`src/sv/jdm_pkg.sv`:
```
// joystick drive mixer: types, codes and the level scaling function shared by the
// stages of the mixer pipeline; depends on nothing

package jdm_pkg;

    localparam int AXIS_W    = 12;
    localparam int LEVEL_W   = 10;
    localparam int DIST_W    = 12;
    localparam int FRAC_BITS = 10;
    localparam int LEVEL_MAX = 1023;
    localparam int SQ_W      = 2 * AXIS_W;
    localparam int ROOT_W    = AXIS_W;
    localparam int REM_W     = ROOT_W + 3;

    localparam logic [DIST_W-1:0] MIN_DIST_RESET = DIST_W'(100);

    localparam logic [1:0] CMD_DISCONNECT = 2'd2;
    localparam logic [1:0] CMD_SET_LEVELS = 2'd3;

    typedef enum logic [1:0] {
        DIR_STOP = 2'd0,
        DIR_FWD  = 2'd1,
        DIR_BACK = 2'd2
    } dir_t;

    // where a motor's level comes from
    typedef enum logic [1:0] {
        SRC_ZERO = 2'd0,
        SRC_X    = 2'd1,
        SRC_Y    = 2'd2,
        SRC_MAG  = 2'd3
    } lvl_src_t;

    typedef struct packed {
        logic [1:0]               req_type;
        logic signed [AXIS_W-1:0] factor_x;
        logic signed [AXIS_W-1:0] factor_y;
        logic [DIST_W-1:0]        obstacle_mm;
    } drive_cmd_t;

    typedef struct packed {
        dir_t               motor_a_dir;
        dir_t               motor_b_dir;
        logic [LEVEL_W-1:0] level_a;
        logic [LEVEL_W-1:0] level_b;
        logic               blocked;
    } drive_res_t;

    typedef struct packed {
        dir_t     da;
        dir_t     db;
        lvl_src_t src_a;
        lvl_src_t src_b;
        logic     blocked;
    } mix_ctl_t;

    typedef struct packed {
        mix_ctl_t           ctl;
        logic [LEVEL_W-1:0] lvl_x;
        logic [LEVEL_W-1:0] lvl_y;
    } mix_side_t;

    // floor(m * LEVEL_MAX / 2^FRAC_BITS), saturated at LEVEL_MAX
    function automatic logic [LEVEL_W-1:0] scale_level(input logic [AXIS_W-1:0] m);
        logic [AXIS_W+LEVEL_W-1:0] prod;
        logic [AXIS_W+LEVEL_W-1:0] v;
        prod = {{LEVEL_W{1'b0}}, m} * (AXIS_W + LEVEL_W)'(LEVEL_MAX);
        v    = prod >> FRAC_BITS;
        if (v > (AXIS_W + LEVEL_W)'(LEVEL_MAX))
            return LEVEL_W'(LEVEL_MAX);
        else
            return v[LEVEL_W-1:0];
    endfunction

endpackage

```
`src/sv/joystick_drive_mixer_unit.sv`:
```
// joystick drive mixer top level: threshold register and the six-stage mixer pipeline
// depends on jdm_pkg, jdm_decode, jdm_square, jdm_sqrt_stage, jdm_mix

// Takes one command per clock: busy never rises. A disconnect or set-levels
// command gives its result, marked by done for one cycle; other command codes
// give nothing. The result passes through the six registers of the pipeline,
// the first of which captures the transfer: decode, sum of squares, three
// square-root stages of four root bits each, and the final scale and select.
// The receiver cannot stall, so results leave at the rate commands arrive.
// Write the distance threshold only while no command is in flight.

module joystick_drive_mixer_unit (
    input  logic                       clk,
    input  logic                       rst_n,
    input  logic                       start,
    output logic                       busy,
    input  jdm_pkg::drive_cmd_t        cmd,
    output logic                       done,
    output jdm_pkg::drive_res_t        result,
    input  logic                       wr_en,
    input  logic [jdm_pkg::DIST_W-1:0] wr_data
);
    import jdm_pkg::*;

    localparam int SQRT_STAGES = 3;
    localparam int SQRT_DIGITS = ROOT_W / SQRT_STAGES;

    logic [DIST_W-1:0] min_dist_reg;

    logic              dec_valid;
    mix_ctl_t          dec_ctl;
    logic [AXIS_W-1:0] dec_ax;
    logic [AXIS_W-1:0] dec_ay;

    logic              sq_valid;
    mix_side_t         sq_side;
    logic [SQ_W-1:0]   sq_sum;

    logic              rt_valid [SQRT_STAGES+1];
    mix_side_t         rt_side  [SQRT_STAGES+1];
    logic [SQ_W-1:0]   rt_rad   [SQRT_STAGES+1];
    logic [REM_W-1:0]  rt_rem   [SQRT_STAGES+1];
    logic [ROOT_W-1:0] rt_root  [SQRT_STAGES+1];

    // no stage ever waits
    assign busy = 1'b0;

    always_ff @(posedge clk or negedge rst_n)
    begin
        if (!rst_n)
            min_dist_reg <= MIN_DIST_RESET;
        else if (wr_en)
            min_dist_reg <= wr_data;
    end

    jdm_decode u_decode (
        .clk      (clk),
        .rst_n    (rst_n),
        .take     (start && !busy),
        .cmd      (cmd),
        .min_dist (min_dist_reg),
        .valid    (dec_valid),
        .ctl      (dec_ctl),
        .ax       (dec_ax),
        .ay       (dec_ay)
    );

    jdm_square u_square (
        .clk      (clk),
        .rst_n    (rst_n),
        .in_valid (dec_valid),
        .ctl      (dec_ctl),
        .ax       (dec_ax),
        .ay       (dec_ay),
        .valid    (sq_valid),
        .side     (sq_side),
        .sum_sq   (sq_sum)
    );

    assign rt_valid[0] = sq_valid;
    assign rt_side[0]  = sq_side;
    assign rt_rad[0]   = sq_sum;
    assign rt_rem[0]   = '0;
    assign rt_root[0]  = '0;

    for (genvar s = 0; s < SQRT_STAGES; s++)
    begin : g_sqrt
        jdm_sqrt_stage #(
            .FIRST_DIGIT (ROOT_W - 1 - s * SQRT_DIGITS),
            .DIGITS      (SQRT_DIGITS)
        ) u_stage (
            .clk      (clk),
            .rst_n    (rst_n),
            .in_valid (rt_valid[s]),
            .in_side  (rt_side[s]),
            .in_rad   (rt_rad[s]),
            .in_rem   (rt_rem[s]),
            .in_root  (rt_root[s]),
            .valid    (rt_valid[s+1]),
            .side     (rt_side[s+1]),
            .rad      (rt_rad[s+1]),
            .rem      (rt_rem[s+1]),
            .root     (rt_root[s+1])
        );
    end

    jdm_mix u_mix (
        .clk      (clk),
        .rst_n    (rst_n),
        .in_valid (rt_valid[SQRT_STAGES]),
        .side     (rt_side[SQRT_STAGES]),
        .mag      (rt_root[SQRT_STAGES]),
        .done     (done),
        .result   (result)
    );

endmodule

```
`src/sv/jdm_decode.sv`:
```
// joystick drive mixer, first stage: region decode, anticollision check, axis magnitudes
// depends on jdm_pkg

module jdm_decode (
    input  logic                       clk,
    input  logic                       rst_n,
    input  logic                       take,
    input  jdm_pkg::drive_cmd_t        cmd,
    input  logic [jdm_pkg::DIST_W-1:0] min_dist,
    output logic                       valid,
    output jdm_pkg::mix_ctl_t          ctl,
    output logic [jdm_pkg::AXIS_W-1:0] ax,
    output logic [jdm_pkg::AXIS_W-1:0] ay
);
    import jdm_pkg::*;

    logic              valid_reg;
    logic              valid_next;
    mix_ctl_t          ctl_reg;
    mix_ctl_t          ctl_next;
    logic [AXIS_W-1:0] ax_reg;
    logic [AXIS_W-1:0] ax_next;
    logic [AXIS_W-1:0] ay_reg;
    logic [AXIS_W-1:0] ay_next;
    logic              x_zero;
    logic              y_zero;
    logic              x_pos;
    logic              y_pos;
    logic              fwd;

    assign x_zero = (cmd.factor_x == '0);
    assign y_zero = (cmd.factor_y == '0);
    assign x_pos  = !cmd.factor_x[AXIS_W-1] && !x_zero;
    assign y_pos  = !cmd.factor_y[AXIS_W-1] && !y_zero;

    // the most negative code has magnitude 2^(AXIS_W-1), still fits unsigned
    assign ax_next = cmd.factor_x[AXIS_W-1] ? AXIS_W'(-cmd.factor_x) : cmd.factor_x;
    assign ay_next = cmd.factor_y[AXIS_W-1] ? AXIS_W'(-cmd.factor_y) : cmd.factor_y;

    assign valid_next = take &&
        (cmd.req_type == CMD_DISCONNECT || cmd.req_type == CMD_SET_LEVELS);

    always_comb
    begin
        ctl_next.da      = DIR_STOP;
        ctl_next.db      = DIR_STOP;
        ctl_next.src_a   = SRC_ZERO;
        ctl_next.src_b   = SRC_ZERO;
        ctl_next.blocked = 1'b0;
        fwd              = 1'b0;
        if (cmd.req_type == CMD_SET_LEVELS)
        begin
            if (x_zero && y_zero)
            begin
                fwd = 1'b0;
            end
            else if (y_pos || y_zero)
            begin
                fwd = 1'b1;
                if (y_zero && x_pos)
                begin
                    ctl_next.da    = DIR_FWD;
                    ctl_next.src_a = SRC_X;
                end
                else if (y_zero)
                begin
                    ctl_next.db    = DIR_FWD;
                    ctl_next.src_b = SRC_X;
                end
                else
                begin
                    ctl_next.da = DIR_FWD;
                    ctl_next.db = DIR_FWD;
                    if (x_pos)
                    begin
                        ctl_next.src_a = SRC_MAG;
                        ctl_next.src_b = SRC_Y;
                    end
                    else if (x_zero)
                    begin
                        ctl_next.src_a = SRC_Y;
                        ctl_next.src_b = SRC_Y;
                    end
                    else
                    begin
                        ctl_next.src_a = SRC_Y;
                        ctl_next.src_b = SRC_MAG;
                    end
                end
            end
            else
            begin
                ctl_next.da = DIR_BACK;
                ctl_next.db = DIR_BACK;
                if (x_pos)
                begin
                    ctl_next.src_a = SRC_MAG;
                    ctl_next.src_b = SRC_Y;
                end
                else if (x_zero)
                begin
                    ctl_next.src_a = SRC_Y;
                    ctl_next.src_b = SRC_Y;
                end
                else
                begin
                    ctl_next.src_a = SRC_Y;
                    ctl_next.src_b = SRC_MAG;
                end
            end
            // forward motion needs the obstacle strictly beyond the threshold
            if (fwd && !(cmd.obstacle_mm > min_dist))
            begin
                ctl_next.da      = DIR_STOP;
                ctl_next.db      = DIR_STOP;
                ctl_next.src_a   = SRC_ZERO;
                ctl_next.src_b   = SRC_ZERO;
                ctl_next.blocked = 1'b1;
            end
        end
    end

    always_ff @(posedge clk or negedge rst_n)
    begin
        if (!rst_n)
            valid_reg <= 1'b0;
        else
            valid_reg <= valid_next;
    end

    always_ff @(posedge clk)
    begin
        ctl_reg <= ctl_next;
        ax_reg  <= ax_next;
        ay_reg  <= ay_next;
    end

    assign valid = valid_reg;
    assign ctl   = ctl_reg;
    assign ax    = ax_reg;
    assign ay    = ay_reg;

endmodule

```
`src/sv/jdm_square.sv`:
```
// joystick drive mixer, second stage: sum of squares and scaled axis levels
// depends on jdm_pkg

module jdm_square (
    input  logic                       clk,
    input  logic                       rst_n,
    input  logic                       in_valid,
    input  jdm_pkg::mix_ctl_t          ctl,
    input  logic [jdm_pkg::AXIS_W-1:0] ax,
    input  logic [jdm_pkg::AXIS_W-1:0] ay,
    output logic                       valid,
    output jdm_pkg::mix_side_t         side,
    output logic [jdm_pkg::SQ_W-1:0]   sum_sq
);
    import jdm_pkg::*;

    logic            valid_reg;
    mix_side_t       side_reg;
    mix_side_t       side_next;
    logic [SQ_W-1:0] sum_reg;
    logic [SQ_W-1:0] sum_next;
    logic [SQ_W-1:0] sq_x;
    logic [SQ_W-1:0] sq_y;

    assign sq_x     = SQ_W'(ax) * SQ_W'(ax);
    assign sq_y     = SQ_W'(ay) * SQ_W'(ay);
    // both squares are at most 2^(SQ_W-2), so the sum cannot carry out
    assign sum_next = sq_x + sq_y;

    always_comb
    begin
        side_next.ctl   = ctl;
        side_next.lvl_x = scale_level(ax);
        side_next.lvl_y = scale_level(ay);
    end

    always_ff @(posedge clk or negedge rst_n)
    begin
        if (!rst_n)
            valid_reg <= 1'b0;
        else
            valid_reg <= in_valid;
    end

    always_ff @(posedge clk)
    begin
        side_reg <= side_next;
        sum_reg  <= sum_next;
    end

    assign valid  = valid_reg;
    assign side   = side_reg;
    assign sum_sq = sum_reg;

endmodule

```
`src/sv/jdm_sqrt_stage.sv`:
```
// joystick drive mixer: one registered slice of the restoring square root,
// resolving DIGITS root bits per stage; depends on jdm_pkg

module jdm_sqrt_stage #(
    parameter int FIRST_DIGIT = 11,
    parameter int DIGITS      = 4
) (
    input  logic                       clk,
    input  logic                       rst_n,
    input  logic                       in_valid,
    input  jdm_pkg::mix_side_t         in_side,
    input  logic [jdm_pkg::SQ_W-1:0]   in_rad,
    input  logic [jdm_pkg::REM_W-1:0]  in_rem,
    input  logic [jdm_pkg::ROOT_W-1:0] in_root,
    output logic                       valid,
    output jdm_pkg::mix_side_t         side,
    output logic [jdm_pkg::SQ_W-1:0]   rad,
    output logic [jdm_pkg::REM_W-1:0]  rem,
    output logic [jdm_pkg::ROOT_W-1:0] root
);
    import jdm_pkg::*;

    logic              valid_reg;
    mix_side_t         side_reg;
    logic [SQ_W-1:0]   rad_reg;
    logic [REM_W-1:0]  rem_reg;
    logic [REM_W-1:0]  rem_next;
    logic [ROOT_W-1:0] root_reg;
    logic [ROOT_W-1:0] root_next;

    always_comb
    begin
        logic [REM_W-1:0] r;
        logic [REM_W-1:0] trial;
        logic [ROOT_W-1:0] q;
        r = in_rem;
        q = in_root;
        for (int k = 0; k < DIGITS; k++)
        begin
            // bring down the next pair of radicand bits
            r     = {r[REM_W-3:0], in_rad[2*(FIRST_DIGIT-k)+1 -: 2]};
            trial = {1'b0, q, 2'b01};
            if (r >= trial)
            begin
                r = r - trial;
                q = {q[ROOT_W-2:0], 1'b1};
            end
            else
            begin
                q = {q[ROOT_W-2:0], 1'b0};
            end
        end
        rem_next  = r;
        root_next = q;
    end

    always_ff @(posedge clk or negedge rst_n)
    begin
        if (!rst_n)
            valid_reg <= 1'b0;
        else
            valid_reg <= in_valid;
    end

    always_ff @(posedge clk)
    begin
        side_reg <= in_side;
        rad_reg  <= in_rad;
        rem_reg  <= rem_next;
        root_reg <= root_next;
    end

    assign valid = valid_reg;
    assign side  = side_reg;
    assign rad   = rad_reg;
    assign rem   = rem_reg;
    assign root  = root_reg;

endmodule

```
`src/sv/jdm_mix.sv`:
```
// joystick drive mixer, last stage: scales the magnitude and picks each motor's level,
// then holds the result register and its strobe; depends on jdm_pkg

module jdm_mix (
    input  logic                       clk,
    input  logic                       rst_n,
    input  logic                       in_valid,
    input  jdm_pkg::mix_side_t         side,
    input  logic [jdm_pkg::ROOT_W-1:0] mag,
    output logic                       done,
    output jdm_pkg::drive_res_t        result
);
    import jdm_pkg::*;

    logic               done_reg;
    drive_res_t         res_reg;
    drive_res_t         res_next;
    logic [LEVEL_W-1:0] lvl_mag;

    function automatic logic [LEVEL_W-1:0] pick(
        input lvl_src_t           src,
        input logic [LEVEL_W-1:0] lx,
        input logic [LEVEL_W-1:0] ly,
        input logic [LEVEL_W-1:0] lm
    );
        logic [LEVEL_W-1:0] v;
        unique case (src)
            SRC_X:   v = lx;
            SRC_Y:   v = ly;
            SRC_MAG: v = lm;
            default: v = '0;
        endcase
        return v;
    endfunction

    assign lvl_mag = scale_level(mag);

    always_comb
    begin
        res_next.motor_a_dir = side.ctl.da;
        res_next.motor_b_dir = side.ctl.db;
        res_next.level_a     = pick(side.ctl.src_a, side.lvl_x, side.lvl_y, lvl_mag);
        res_next.level_b     = pick(side.ctl.src_b, side.lvl_x, side.lvl_y, lvl_mag);
        res_next.blocked     = side.ctl.blocked;
    end

    always_ff @(posedge clk or negedge rst_n)
    begin
        if (!rst_n)
            done_reg <= 1'b0;
        else
            done_reg <= in_valid;
    end

    always_ff @(posedge clk)
    begin
        res_reg <= res_next;
    end

    assign done   = done_reg;
    assign result = res_reg;

endmodule
```
`config.mk`:
```
export PLATFORM = sky130hd
export DESIGN_NAME = joystick_drive_mixer_unit
export DESIGN_NICKNAME = d
export VERILOG_FILES = /design/src/sv/jdm_pkg.sv /design/src/sv/joystick_drive_mixer_unit.sv /design/src/sv/jdm_decode.sv /design/src/sv/jdm_square.sv /design/src/sv/jdm_sqrt_stage.sv /design/src/sv/jdm_mix.sv
export SDC_FILE = /design/constraint.sdc
export NUM_CORES = 1
export LEC_CHECK = 0
export BUFFER_PORTS_ARGS = -buffer_cell sky130_fd_sc_hd__buf_2
export CORE_ASPECT_RATIO = 1.1
export CORE_MARGIN = 10
export CORE_UTILIZATION = 65
export DETAILED_ROUTE_END_ITERATION = 10
export GPL_ROUTABILITY_DRIVEN = 0
export PLACE_DENSITY = 0.87
export RECOVER_POWER = 50
export SLEW_MARGIN = 40
export SYNTH_ARGS = -nofsm -noshare
export SYNTH_HDL_FRONTEND = slang
export SYNTH_HIERARCHICAL = 1
export SYNTH_SLANG_ARGS = --single-unit
```
`constraint.sdc`:
```
create_clock -name clk -period 19.4 [get_ports clk]
set_input_delay 0.97 -clock clk [delete_from_list [all_inputs] [get_ports clk]]
set_output_delay 0.97 -clock clk [all_outputs]
set_load 0.05 [all_outputs]
```
* Yosys cells after proc, flatten, opt, wreduce, memory -nomap -nowiden *
Cells that the tools add are included.

word-level totals
  flip-flop bits (word level) = 290
  bits of input ports = 54
  word-level logic and storage cells = 163
  output and inout bits = 27

cells by class
  equality and inequality tests = 8
  multiplexer cells = 42
  bitwise operators = 2
  order comparisons = 16
  reduce and logical (&&, ||, !) cells = 17
  add/subtract/negate cells = 14
  multipliers = 5

operators by type and width
  cell                                                  number
  two-way mux 13 bit                                    11
  multiplier 12 x 10 -> 22 bit, second input constant   3
  case mux 10 bit (3 select lines)                      2
  multiplier 12 x 12 -> 24 bit                          2
  > comparator 12 x 10 -> 1 bit, second input constant  3
  adder 24 bit                                          1
  logical NOT 12 bit                                    2
  negation 12 bit                                       2
  two-way mux 11 bit                                    2
  two-way mux 1 bit                                     20
  greater-or-equal comparator 15 x 10 -> 1 bit          1
  greater-or-equal comparator 15 x 11 -> 1 bit          1
  greater-or-equal comparator 15 x 12 -> 1 bit          1
  greater-or-equal comparator 15 x 13 -> 1 bit          1
  greater-or-equal comparator 15 x 3 -> 1 bit           1
  greater-or-equal comparator 15 x 4 -> 1 bit           1
  greater-or-equal comparator 15 x 5 -> 1 bit           1
  greater-or-equal comparator 15 x 6 -> 1 bit           1
  greater-or-equal comparator 15 x 7 -> 1 bit           1
  greater-or-equal comparator 15 x 8 -> 1 bit           1
  greater-or-equal comparator 15 x 9 -> 1 bit           1
  subtractor 13 x 10 -> 13 bit                          1
  subtractor 13 x 11 -> 13 bit                          1
  subtractor 13 x 12 -> 13 bit                          1
  other kinds (22)                                      42

* Logic depth before layout (Yosys ltp) *
Gate-level depths: netlist of run 1.

  depth in word-level cells = 9
  gate-level depth with buffers = 46
  mapped depth without buffers = 42

* Hierarchy *
Netlist of run 1, hierarchy kept.

by module, submodules not included
  module                     instances  area each (um^2)  seq. area each (um^2)  cells an instance
  jdm_sqrt_stage             3          5023.6            1626.6                 573
  jdm_square                 1          14432.6           1086.0                 1462
  jdm_mix                    1          3897.5            525.5                  441
  jdm_decode                 1          1541.5            645.6                  154
  joystick_drive_mixer_unit  1          499.2             304.0                  27

* Worst setup path before layout of run 1 *
Ideal clock, no wire load.

  path type = register -> register
  from = register g_sqrt[0].u_stage/root[7] (netlist name)
  to = register g_sqrt[1].u_stage/rem[14] (netlist name)
  path buffers = 5
  path slack = 11.142 ns
  clock period less this slack = 8.258 ns
  arrival time = 8.137 ns
  required time = 19.279 ns
  cell stages (with the launch flop) = 43
  library setup time = 0.121 ns
  cells stage by stage = dfxtp_1 -> inv_1 -> ha_1 -> nand3_1 -> nor4_2 -> a211oi_4 -> nand2_4 -> buf_1 -> a21oi_1 -> ha_1 -> buf_2 -> and4_1 -> nand4_1 -> o31a_1 -> o221a_2 -> and4_4 -> nor2_2 -> inv_2 -> [... 7 more ...] -> a21oi_1 -> a211oi_1 -> a2111oi_4 -> o211ai_4 -> clkbuf_1 -> nand2_1 -> xnor2_1 -> ha_1 -> inv_1 -> nor2_1 -> and3_1 -> o2111ai_1 -> nand3_1 -> o211a_1 -> a211oi_2 -> buf_4 -> nor2_1 -> mux2_2

* Final worst setup path of run 1 *
  from = register g_sqrt[0].u_stage.root_reg[3]
  to = register g_sqrt[1].u_stage.rem_reg[2]

between the ends
  word-level cells in the longest chain between the ends = 8
  elaborated cells between the ends (all ways) = 15
  those cells by class = add/sub: 4; order compare: 4; mux: 7

ends and longest elaborated chain
  what                                                                                               RTL line                                    RTL
  start: declaration                                                                                 jdm_sqrt_stage.sv:28                        logic [ROOT_W-1:0] root_reg;
  start signal: assignment                                                                           jdm_sqrt_stage.sv:70                        root_reg <= root_next;
  subtractor 13 x 6 -> 13 bit / greater-or-equal comparator 15 x 6 -> 1 bit (equally long branches)  jdm_sqrt_stage.sv:45, jdm_sqrt_stage.sv:43
  two-way mux 13 bit / two-way mux 1 bit (equally long branches)                                     jdm_sqrt_stage.sv:43                        if (r >= trial)
  subtractor 13 x 7 -> 13 bit / greater-or-equal comparator 15 x 7 -> 1 bit (equally long branches)  jdm_sqrt_stage.sv:45, jdm_sqrt_stage.sv:43
  two-way mux 13 bit / two-way mux 1 bit (equally long branches)                                     jdm_sqrt_stage.sv:43
  subtractor 13 x 8 -> 13 bit / greater-or-equal comparator 15 x 8 -> 1 bit (equally long branches)  jdm_sqrt_stage.sv:45, jdm_sqrt_stage.sv:43
  two-way mux 13 bit / two-way mux 1 bit (equally long branches)                                     jdm_sqrt_stage.sv:43
  greater-or-equal comparator 15 x 9 -> 1 bit / subtractor 13 x 9 -> 13 bit (equally long branches)  jdm_sqrt_stage.sv:43, jdm_sqrt_stage.sv:45
  two-way mux 13 bit (*)                                                                             jdm_sqrt_stage.sv:43
  net g_sqrt[1].u_stage.rem_next[2]                                                                  jdm_sqrt_stage.sv:27                        logic [REM_W-1:0] rem_next;
  end signal: assignment                                                                             jdm_sqrt_stage.sv:69                        rem_reg <= rem_next;
  end: declaration                                                                                   jdm_sqrt_stage.sv:26                        logic [REM_W-1:0] rem_reg;

Mark *: on every way through the listed nets, which the timed path passes. The rest lies on a longest branch.
A chain may end at the register's enable or synchronous reset.

==> results.sh, run 1 <==
export IMPL_status="finished clean"
export IMPL_design_core_area_um2=51100
export IMPL_crit_path_start="g_sqrt[0].u_stage/root[3]"
export IMPL_grt_pass1_vias=28000
export IMPL_antenna_found_initial=2
export IMPL_crit_fanout=19
export IMPL_cp_end_kind="flip-flop"
export IMPL_max_stage_delay_ns=0.65
export IMPL_overflow=0
export IMPL_final_layout_size_suffix_gt1_frac=0.0701
export IMPL_nFillCells=3482
export IMPL_worst_hold_path_type="flip-flop to flip-flop"
export IMPL_holdPathStages=0
export IMPL_cts_setup_buffers=0
export IMPL_root_buffer="clkbuf_16"
export IMPL_dieArea_um2=60800
export IMPL_startpoint_type="flip-flop"
export IMPL_vias=26600
export IMPL_vias_per_cell=6.03
export IMPL_io_buffers=79
export IMPL_netlist_area_um2=33400
export IMPL_rows=87
export IMPL_hold_viol=0
export IMPL_setup_viol=0
export IMPL_r2r_end="g_sqrt[1].u_stage/rem[2]"
export IMPL_path_class="flip-flop to flip-flop"
export IMPL_clock_path_buffers=3
export IMPL_ctsHoldBuffers=0
export IMPL_cts_tree="built"
export IMPL_worstMarginPinSlew_ns=1.01
export IMPL_cts_resized=0
export IMPL_nets=4615
export IMPL_clk_pin_slew_worst_paths_ns=0.06
export IMPL_cap_viol_max_count=0
export IMPL_areaGrowthSynthToFinish_pct=7.01
export IMPL_drtIter0Drc=2545
export IMPL_period_minus_slack_ns=10.23
export IMPL_die_h_um=258
export IMPL_numCtsBuffers=34
export IMPL_wl_mm=85.7
export IMPL_antenna_left=0
export IMPL_synthCells=3622
export IMPL_required_ns=19.82
export IMPL_first_pass_iters=6
export IMPL_setup_tns_ns=0
export IMPL_max_slew_margin=0.326
export IMPL_rr_worst_depth=38
export IMPL_post_route_drc_count=0
export IMPL_wl_per_cell_um=19.4
export IMPL_arrival_ns=10.66
export IMPL_clock_sinks=300
export IMPL_avgSynthCellArea_um2=9.21
export IMPL_fin_crit_sh=0.527
export IMPL_largest_register_ffs=87
export IMPL_finalClockSkew_ns=0.0272
export IMPL_grt_max_degree=20
export IMPL_yosys_warnings=6
export IMPL_htree_levels=2
export IMPL_min_from="g_sqrt[0].u_stage/side[11]"
export IMPL_fmax_ghz=0.0977
export IMPL_rsz0062_at_grt="false"
export IMPL_die_width_um=236
export IMPL_min_to="g_sqrt[1].u_stage/side[11]"
export IMPL_initial_utilization=0.653
export IMPL_slew_violations=0
export IMPL_grt_usage=0.277
export IMPL_rrSetupSlack_ns=9.17
export IMPL_worstReg2RegStart="g_sqrt[0].u_stage/root[3]"
export IMPL_clock_latency_ns=0.56
export IMPL_dp_hpwl_mm=65.2
export IMPL_io_pins=81
export IMPL_cpMostUsedCell="ha_1"
export IMPL_grt_pass1_wl_mm=139
export IMPL_cp_slowest_cell="nor2_2"
## how the worst max path moves through the flow
stage | cells after the start | endpoint | slack (ns)
after floorplan | 42 | g_sqrt[1].u_stage/rem[7] | 11.26
after global placement | 39 | g_sqrt[0].u_stage/rem[8] | 9.95
after detailed placement | 39 | g_sqrt[1].u_stage/rem[2] | 9.58
after CTS | 38 | g_sqrt[1].u_stage/rem[2] | 9.49
after global routing | 39 | g_sqrt[1].u_stage/rem[2] | 8.75
final | 38 | g_sqrt[1].u_stage/rem[2] | 9.17
## layout make-up
type                            instances  area [um^2]  area share
Multi-Input combinational cell       2640        24600       0.689
Sequential cell                       300         6100       0.171
Inverter                              664         2500      0.0700
Clock buffer                           49         1030      0.0288
Tap cell                              667          835      0.0234
Timing Repair Buffer                   85          435      0.0122
Clock inverter                         12          179     0.00501
Antenna cell                            4         10.0    0.000280
## layer usage
layer  wire (um)  global-route usage  vias up
met5          14                   0        -
met4        5900               0.179        2
met3        5040              0.0426      424
met2       43400               0.496     1206
met1       31300               0.302    12800
li1            -                   -    12200
## layout by cell type (no fill, tap or decap), drive strengths merged, types with 28 or more instances in the layout
cell type and count:
a211oi 33, a21o 88, a21oi 231, a31oi 29, and2 47, and3 40
buf 81, clkbuf 53, conb 47, dfxtp 282, fa 370, ha 466
inv 671, mux2 33, nand2 242, nand2b 34, nand3 63, nand4 35
nor2 200, nor3 49, o21a 28, o21ai 137, xnor2 125, xor2 72
## through the flow
step	utilization	hold slack [ns]	setup slack [ns]	area, um^2	std cells
6_report	0.699	0.319	9.17	35700	4421
5_1_grt	0.699	0.324	8.75	35700	4417
4_1_cts	0.699	0.313	9.49	35700	4417
3_5_place_dp	0.675	0.312	9.58	34500	4356
3_3_place_gp	0.675	0.310	9.95	34500	4356
2_1_floorplan	-	0.310	11.26	33500	3668
## worst max-delay path, delay by kind of cell (launching register included)
family / cells / cell delay (ns)
mux: 1 / 0.33
simple gates: 9 / 1.97
compound gates: 20 / 5.03
xor+xnor: 1 / 0.12
fa+ha+maj: 4 / 1.40
buf+inv: 3 / 0.91
flops: 1 / 0.30
Power of run 1 is not shown: default switching activity piles up to over one toggle a cycle in this logic, so the estimate is an artifact.
==> run 2: changes to the inputs <==
ABC_AREA = 1   (was default)
clock period = 9.6 ns   (was 19.4 ns; I/O delays follow)
==> run 2 against run 1 <==
- the flow now finishes with violations (DRC)
- count of clock-buffer cells in the layout shrank 12
- die area grew 3.1%
- register-to-register slack lost 7.2 ns
- routed wire length shrank 6.0%
- area after synthesis grew 3.3%
- cell area grew 2.6%
- largest cell class unchanged
==> results.sh, run 2 <==
export IMPL_grt_max_degree=22
export IMPL_worstMarginPinSlew_ns=0.917
export IMPL_synthCells=4413
export IMPL_wl_per_cell_um=15.4
export IMPL_worst_hold_path_type="input port to flip-flop"
export IMPL_netlist_area_um2=34500
export IMPL_avgSynthCellArea_um2=7.81
export IMPL_design_core_area_um2=52500
export IMPL_startpoint_type="flip-flop"
export IMPL_largest_register_ffs=87
export IMPL_cap_viol_max_count=0
export IMPL_cp_slowest_cell="ha_1"
export IMPL_dieArea_um2=62700
export IMPL_vias=28400
export IMPL_cp_end_kind="flip-flop"
export IMPL_areaGrowthSynthToFinish_pct=6.18
export IMPL_max_slew_margin=0.389
export IMPL_overflow=0
export IMPL_first_pass_iters=9
export IMPL_grt_pass1_vias=29000
export IMPL_wl_mm=80.6
export IMPL_cts_tree="built"
export IMPL_rsz0062_at_grt="false"
export IMPL_grt_usage=0.258
export IMPL_grt_pass1_wl_mm=134
export IMPL_ctsHoldBuffers=2
export IMPL_final_common_cell="nand2_1"
export IMPL_antenna_found_initial=2
export IMPL_root_buffer="clkbuf_16"
export IMPL_cts_setup_buffers=0
export IMPL_numCtsBuffers=30
export IMPL_antenna_left=0
export IMPL_yosys_warnings=6
export IMPL_final_cell_mix="nand2_1 (996), inv_1 (988), ha_1 (466)"
export IMPL_dp_hpwl_mm=65.2
export IMPL_period_minus_slack_ns=7.67
export IMPL_initial_utilization=0.656
export IMPL_post_route_drc_count=1
export IMPL_cts_resized=0
export IMPL_holdPathStages=2
export IMPL_clock_sinks=300
export IMPL_setup_viol=0
export IMPL_fin_crit_sh=0.798
export IMPL_crit_fanout=21
export IMPL_drtIter0Drc=2323
export IMPL_max_stage_delay_ns=0.39
export IMPL_die_h_um=262
export IMPL_finalClockSkew_ns=0.0117
export IMPL_io_buffers=79
export IMPL_nets=5411
export IMPL_violations="DRC"
export IMPL_rows=88
export IMPL_path_class="flip-flop to flip-flop"
export IMPL_setup_tns_ns=0
export IMPL_worst_hold_slack_ns=0.0643
export IMPL_die_width_um=240
export IMPL_slew_violations=0
export IMPL_required_ns=10.14
export IMPL_io_pins=81
export IMPL_hold_viol=0
export IMPL_clock_path_buffers=3
export IMPL_fmax_ghz=0.130
export IMPL_fin_area_um2=36600
export IMPL_fin_util=0.697
export IMPL_place_area_um2=35600
export IMPL_htree_levels=1
export IMPL_rr_worst_depth=40
export IMPL_final_layout_size_suffix_gt1_frac=0.0676
export IMPL_arrival_ns=8.20
export IMPL_clock_latency_ns=0.60
export IMPL_clk_pin_slew_worst_paths_ns=0.06
export IMPL_vias_per_cell=5.45
export IMPL_status="finished, violations left"
export IMPL_cpMostUsedCell="nand2_1"
export IMPL_antenna_cells=0
==> run 2: worst paths after layout <==
| kind | startpoint | to | slack, ns |
|---|---|---|---|
| max | g_sqrt[0].u_stage/root[2] | g_sqrt[1].u_stage/rem[3] | 1.93 |
| min | cmd[33] | u_decode/ax[11] | 0.06 |
| max reg2reg | g_sqrt[0].u_stage/root[2] | g_sqrt[1].u_stage/rem[3] | 1.93 |
| min reg2reg | g_sqrt[1].u_stage/side[4] | g_sqrt[2].u_stage/side[4] | 0.33 |
| max in group asynchronous | rst_n | g_sqrt[0].u_stage/valid | 8.50 |
| min in group asynchronous | rst_n | min_dist_reg[7] | 0.54 |
==> run 2: stage by stage <==
stage,std cells,worst slack (ns)
finish,5217,1.93
global route,5217,1.19
CTS,5217,2.11
detailed placement,5162,2.17
global placement,5162,2.39
floorplan,4458,3.17
==> run 2: layout make-up <==
cell class,count,area [um^2]
Tap cell,675,845
Fill cell,3890,15900
Sequential cell,300,6120
Multi-Input combinational cell,3094,24400
Inverter,1010,3800
Clock inverter,16,168
Clock buffer,37,797
Timing Repair Buffer,85,442
==> run 2: routing by layer <==
layer,up-vias,GRT usage,wire length (um)
li1,13700,-,-
met1,13300,0.305,31700
met2,1131,0.465,40300
met3,277,0.0333,5160
met4,4,0.107,3300
met5,-,0,17
==> run 2: worst max-delay path: cells and delay by family (launching register included) <==
family | cells | cell delay [ns]
AO/OA/AOI/OAI | 11 | 1.93
adder cells (fa/ha/maj) | 4 | 1.40
AND/OR/NAND/NOR | 19 | 2.64
flip-flops | 1 | 0.35
buffers and inverters | 6 | 1.26
Power of run 2 is left out for the same reason.
